--- src/design/wsma_pkg.sv ---
`default_nettype none
package wsma_pkg;
  localparam int unsigned MagBits = 192;
  localparam int unsigned CntW = 8;

  typedef enum logic [2:0] {
    FUNC_ADD = 3'd0,
    FUNC_SUB = 3'd1,
    FUNC_MUL = 3'd2,
    FUNC_DIV = 3'd3,
    FUNC_CMP = 3'd4,
    FUNC_POW = 3'd5
  } func_e;

  localparam logic [1:0] OrderEq = 2'd0;
  localparam logic [1:0] OrderGt = 2'd1;
  localparam logic [1:0] OrderLt = 2'd2;

  typedef struct packed {
    logic [2:0]  func;
    logic [63:0] a_word0;
    logic [63:0] a_word1;
    logic [63:0] a_word2;
    logic        a_negative;
    logic signed [7:0] a_scale;
    logic [63:0] b_word0;
    logic [63:0] b_word1;
    logic [63:0] b_word2;
    logic        b_negative;
    logic signed [7:0] b_scale;
    logic [31:0] power_n;
  } req_t;

  typedef struct packed {
    logic [63:0] res_word0;
    logic [63:0] res_word1;
    logic [63:0] res_word2;
    logic        res_negative;
    logic signed [7:0] res_scale;
    logic [63:0] rem_word0;
    logic [63:0] rem_word1;
    logic [63:0] rem_word2;
    logic        rem_negative;
    logic signed [7:0] rem_scale;
    logic [1:0]  order;
    logic        overflow;
  } rsp_t;

  // controller to datapath
  typedef struct packed {
    logic load;      // capture operands
    logic quick;     // add, sub, compare, unknown into result
    logic mul_init;  // start a multiply: a x b, prod x mult or mult x mult
    logic mul_sq;    // in power, 1 squares mult, 0 multiplies prod by mult
    logic mul_step;
    logic mul_done;  // write product back
    logic div_init;
    logic div_step;
    logic div_done;
    logic pow_fin;
    logic exp_dec;
    logic exp_half;
  } cmd_t;

  // datapath to controller
  typedef struct packed {
    logic [2:0] func;
    logic       exp_zero;
    logic       exp_odd;
    logic       cnt_last;
  } sts_t;
endpackage
`default_nettype wire

--- src/design/wsma_ctrl.sv ---
`default_nettype none
module wsma_ctrl (
  input  wire logic           clk_i,
  input  wire logic           rst_ni,
  input  wire logic           start,
  output logic                busy,
  output logic                done_o,
  input  wire wsma_pkg::sts_t sts_i,
  output wsma_pkg::cmd_t      cmd_o
);
  import wsma_pkg::*;

  typedef enum logic [6:0] {
    S_IDLE = 7'b0000001,
    S_DISP = 7'b0000010,
    S_MUL  = 7'b0000100,
    S_MWB  = 7'b0001000,
    S_DIV  = 7'b0010000,
    S_PSEL = 7'b0100000,
    S_DONE = 7'b1000000
  } state_e;

  state_e state_q, state_d;
  logic   pow_q, pow_d;
  logic   sq_q, sq_d;

  always_ff @(posedge clk_i or negedge rst_ni) begin
    if (!rst_ni) begin
      state_q <= S_IDLE;
      pow_q   <= 1'b0;
      sq_q    <= 1'b0;
    end else begin
      state_q <= state_d;
      pow_q   <= pow_d;
      sq_q    <= sq_d;
    end
  end

  always_comb begin
    state_d = state_q;
    pow_d   = pow_q;
    sq_d    = sq_q;
    cmd_o   = '0;
    cmd_o.mul_sq = sq_q;
    case (state_q)
      S_IDLE: begin
        if (start) begin
          cmd_o.load = 1'b1;
          state_d = S_DISP;
        end
      end
      S_DISP: begin
        case (sts_i.func)
          FUNC_MUL: begin
            cmd_o.mul_init = 1'b1;
            cmd_o.mul_sq   = 1'b0;
            sq_d  = 1'b0;
            pow_d = 1'b0;
            state_d = S_MUL;
          end
          FUNC_DIV: begin
            cmd_o.div_init = 1'b1;
            state_d = S_DIV;
          end
          FUNC_POW: begin
            pow_d = 1'b1;
            state_d = S_PSEL;
          end
          default: begin
            cmd_o.quick = 1'b1;
            state_d = S_DONE;
          end
        endcase
      end
      S_PSEL: begin
        if (sts_i.exp_zero) begin
          cmd_o.pow_fin = 1'b1;
          state_d = S_DONE;
        end else begin
          cmd_o.mul_init = 1'b1;
          cmd_o.mul_sq   = !sts_i.exp_odd;
          sq_d = !sts_i.exp_odd;
          state_d = S_MUL;
        end
      end
      S_MUL: begin
        cmd_o.mul_step = 1'b1;
        if (sts_i.cnt_last) state_d = S_MWB;
      end
      S_MWB: begin
        cmd_o.mul_done = 1'b1;
        if (pow_q) begin
          cmd_o.exp_dec  = !sq_q;
          cmd_o.exp_half = sq_q;
          state_d = S_PSEL;
        end else begin
          state_d = S_DONE;
        end
      end
      S_DIV: begin
        cmd_o.div_step = 1'b1;
        if (sts_i.cnt_last) begin
          cmd_o.div_done = 1'b1;
          state_d = S_DONE;
        end
      end
      S_DONE: state_d = S_IDLE;
      default: state_d = S_IDLE;
    endcase
  end

  assign busy   = (state_q != S_IDLE);
  assign done_o = (state_q == S_DONE);
endmodule
`default_nettype wire

--- config.mk ---
export PLATFORM = sky130hd
export DESIGN_NAME = wsma_ctrl
export DESIGN_NICKNAME = d
export VERILOG_FILES = /design/src/design/wsma_pkg.sv /design/src/design/wsma_ctrl.sv
export SDC_FILE = /design/constraint.sdc
export NUM_CORES = 1
export LEC_CHECK = 0
export CORE_AREA = 4 4 41 43
export DETAILED_ROUTE_END_ITERATION = 6
export DIE_AREA = 0 0 45 47
export DONT_BUFFER_PORTS = 1
export HOLD_SLACK_MARGIN = 0.03
export PLACE_DENSITY = 0.73
export SYNTH_ARGS = -nofsm -noshare
export SYNTH_HDL_FRONTEND = slang
export SYNTH_SLANG_ARGS = --single-unit
--- constraint.sdc ---
create_clock -name clk_i -period 2.7 [get_ports clk_i]
set_input_delay 0.135 -clock clk_i [delete_from_list [all_inputs] [get_ports clk_i]]
set_output_delay 0.135 -clock clk_i [all_outputs]
set_load 0.01 [all_outputs]
==> results by stage <==
Critical path:
- The largest single stage delay on the critical path is about 0.52 ns.
- Data on the critical path is required at its endpoint by around 2.6 ns.
- The signal on the critical path passes through nor3_4 > nand2_2 > or4b_4 > a22oi_1.
- The worst setup path is captured at a primary output.
- Among all stages on the critical path, the largest delay is contributed by dfrtp_1.
- At the worst endpoint, the arrival time is 2.03 ns.
- The worst setup path is of the reg2out kind.
- The largest fanout on the critical path is 9.
- STA classifies the critical path startpoint as a register.

Global routing:
- The via count of the first global-routing pass is between 500 and 600.
- The pin count of the biggest net entering global routing is 11.
- The wire length of the first global-routing pass is 2550 um.
- The initial antenna violation count was 0.
- The global-route congestion overflow total is 0.
- The aggregate global-route resource usage is 17.2%.

Route:
- Wires add up to between 1500 and 2000 um.
- The detailed router finished its first iteration with 10 violations.
- The number of remaining DRC errors is 0.
- The via total after detailed routing is just over 600.
- The number of antenna-violating nets in the routed design is 0.
- The final routed wire length divided by cell count is roughly 16 um.
- The mean number of vias per cell is ~6.5.
- The pre-antenna-repair detailed-routing pass consisted of 4 iterations.

CTS:
- The post-CTS setup buffer count is 0.
- CTS built an H-tree with a depth of 1.
- For this design, the sink count on the clock tree is 9.
- The root buffer cell is clkbuf_4.
- The source-to-sink clock delay at the later pin of the worst-skew pair is between 0.2 and 0.3 ns.
- The number of gates resized after CTS was 0.
- The clock-pin transition on the worst setup and hold timing paths is about 0.060 ns.
- No sink is reached through more buffers than the 2 on the longest clock path.
- TritonCTS built the clock tree.
- The number of clock buffers added by TritonCTS is 3.

Layout:
- The filler cells instantiated in the layout total approximately 130.
- The area growth from synthesis to layout is 6.87%.
- For this run, the post-layout net count is 90.
- The library cells used most frequently in the layout, excluding fill and tap cells, are dfrtp_1 (8), nor2_1 (6), inv_1 (6), nor3_1 (4), dlygate4sd3_1 (4).
- The sequential cell area in the final layout is between 200 and 250 um2.
- The antenna diode instance count is 0.
- Summing all non-filler instances in the final layout gives an area of around 740 um2.
- The area occupied by multi-input gates is 405 um2.
- The most frequent standard cell in the layout excluding fill and tap cells is dfrtp_1.
- The utilization after layout is about 57%.
- The share of post-route cells with drive strength above 1 is 16.3%.

Synthesis:
- After synthesis, the largest family of logic cells by area is simple AND/OR/NAND/NOR gates.
- After Yosys synthesis, XOR and XNOR cells account for roughly 2.5% of the synthesized area.
- The predominant post-synthesis flop cell is dfrtp_1.
- Sorting the synthesized cells by area gives the leading types as dfrtp_1 (29%), dfstp_2 (3.8%), buf_6 (3.3%).
- Summing every instance area after synthesis gives 692 um2.
- The cell type with the largest total area after synthesis is dfrtp_1.
- The adder-cell share of the synthesized area is 0%.
- The synthesized netlist devotes roughly 16% of its cell area to compound gates.
- The fraction of synthesis flops using an asynchronous set or reset pin is 100%.
- The count of warnings emitted by yosys is 0.
- The share of the yosys chip area belonging to registers is between 30% and 40%.
- The multiplexer share of the synthesized area is 0%.
- The simple-gate portion of the synthesized area is between 30% and 40%.
- The number of distinct library cells after synthesis is 40.
- Synthesis handed over a netlist of between 70 and 80 instances.
- The average instance in the mapped netlist occupies ~9 um2.
- Yosys mapped a number of flops with a built-in enable equal to 0.
- The share of synthesized area in the top cell type comes to 28.9%.
- When the netlist entered floorplanning its net count stood at 86.
- The flop and latch count out of synthesis is 9.

Floorplanning:
- Measured along the y axis, the die boundary spans 47 um.
- The die is ~45 um wide.
- The site row count is 13.
- After floorplanning, the core was sized to cover approximately 1300 um2.
- For this configuration, the core starts out at a cell density of 53.2%.
- 23 I/O pins were placed.
- The floorplan die area is approximately 2100 um2.

STA:
- Setup repair after global routing left no endpoint under its margin.
- Subtracting the final worst setup slack from the clock period gives 2.17 ns.
- The sum of negative setup slack is 0 ns.
- The portion of the clock cycle consumed by the worst path in the final layout is between 80% and 90%.
- The max-slew violation count is 0.
- The timing-limited maximum frequency is around 460 MHz.
- The worst hold-check slack is ~0.09 ns.
- Setup violations remaining at the end of the flow were counted as 0.
- The number of endpoints with negative hold slack in the final report came to 0.
- Headroom to the max-slew limit came out at about 60%.
- The actual transition at the worst max-transition pin is ~0.58 ns.
- Between clock sinks in the finished design, the worst skew comes to 0.00439 ns.

Power:
- The leakage dissipation is approximately 0.32 nW.
- The peak ir drop on the vdd network is just under 300 uV.
- For this design the ratio of total power to cell area is approximately 690 nW/um2.
- The total power consumption of the routed design is 0.513 mW.

Place:
- The detailed placer's ending HPWL is approximately 1200 um.
- Routability-driven placement finished with a final weighted congestion of between 0.7 and 0.8.
- The cell area reported after detailed placement is around 670 um2.
- The count of port buffers added during placement is 0.

Outcome:
- The run finished with clean final reports.

Worst hold path:
- The worst hold path belongs to the class in2reg.

Flow run:
- Across the run, the number of max-cap violations was 0.
[cell type report]
cell class	instances	area share, %
clock buffers	4	3.55
flip-flops and latches	9	30.6
multi-input cells	57	54.8
repair buffers	4	5.41
well taps	15	2.54
inverters	6	3.05
[critical path: cells and delay by family, from the launching register on]
| kind | cells | cell delay, ns |
|---|---|---|
| AO/OA/AOI/OAI | 1 | 0.31 |
| flip-flops | 1 | 0.52 |
| AND/OR/NAND/NOR | 3 | 0.94 |
[path summary, 6_finish.rpt]
kind | end | slack [ns] | cells past startpoint | startpoint
worst max-delay path | cmd_o[8] | 0.53 | 4 | state_q[2]
worst min-delay path | pow_q | 0.09 | 2 | sts_i[3]
worst max register to register | state_q[6] | 0.88 | 4 | state_q[1]
worst min register to register | state_q[5] | 0.57 | 2 | pow_q
max in group asynchronous | state_q[0] | 2.14 | 1 | rst_ni
min in group asynchronous | sq_q | 0.23 | 1 | rst_ni
[report_power, final]
part	internal, mW	switching (mW)
logic	0.0878	0.119
registers	0.160	0.0392
clock network	0.0571	0.0502
[cells by family (layout without fill, tap and decap cells)]
kind of cell,count (synthesis),in the layout
buf+inv,11,14
simple gates,39,39
flops,9,9
compound gates,16,16
xor+xnor,2,2
[Yosys cell counts (2+ instances only)]
cell and n:
buf_2 3, buf_6 2, inv_1 6, nand3_1 3
dfrtp_1 8, and3_1 2, o21ai_0 3, and2_1 3
a22oi_1 2, nor3_1 4, a21o_1 2, nor2b_1 3
nand2_1 3, nor2_1 6, a21oi_1 2
[per-layer routing]
layer	GRT usage [%]	wire [um]	up-vias
li1	-	-	288
met1	20.0	605	302
met2	28.8	794	22
met3	3.83	120	2
met4	10.5	24	0
met5	0	0	-
[sequential cells by signal (all words and copies together), names as in the netlist]
| name | cells |
|---|---|
| pow_q | 1 |
| sq_q | 1 |
| state_q | 7 |
[metrics by stage]
stage,cells,worst slack [ns]
after global placement,87,0.829
after floorplan,77,0.988
after global routing,95,0.422
after detailed placement,87,0.836
final,95,0.535
after CTS,95,0.537
[timing repair]
item                                    CTS  global route
endpoints found under the hold margin    12             0
endpoints found under the setup margin    0             0
hold buffers                              4             0
Power figures use the tool's default switching activity.
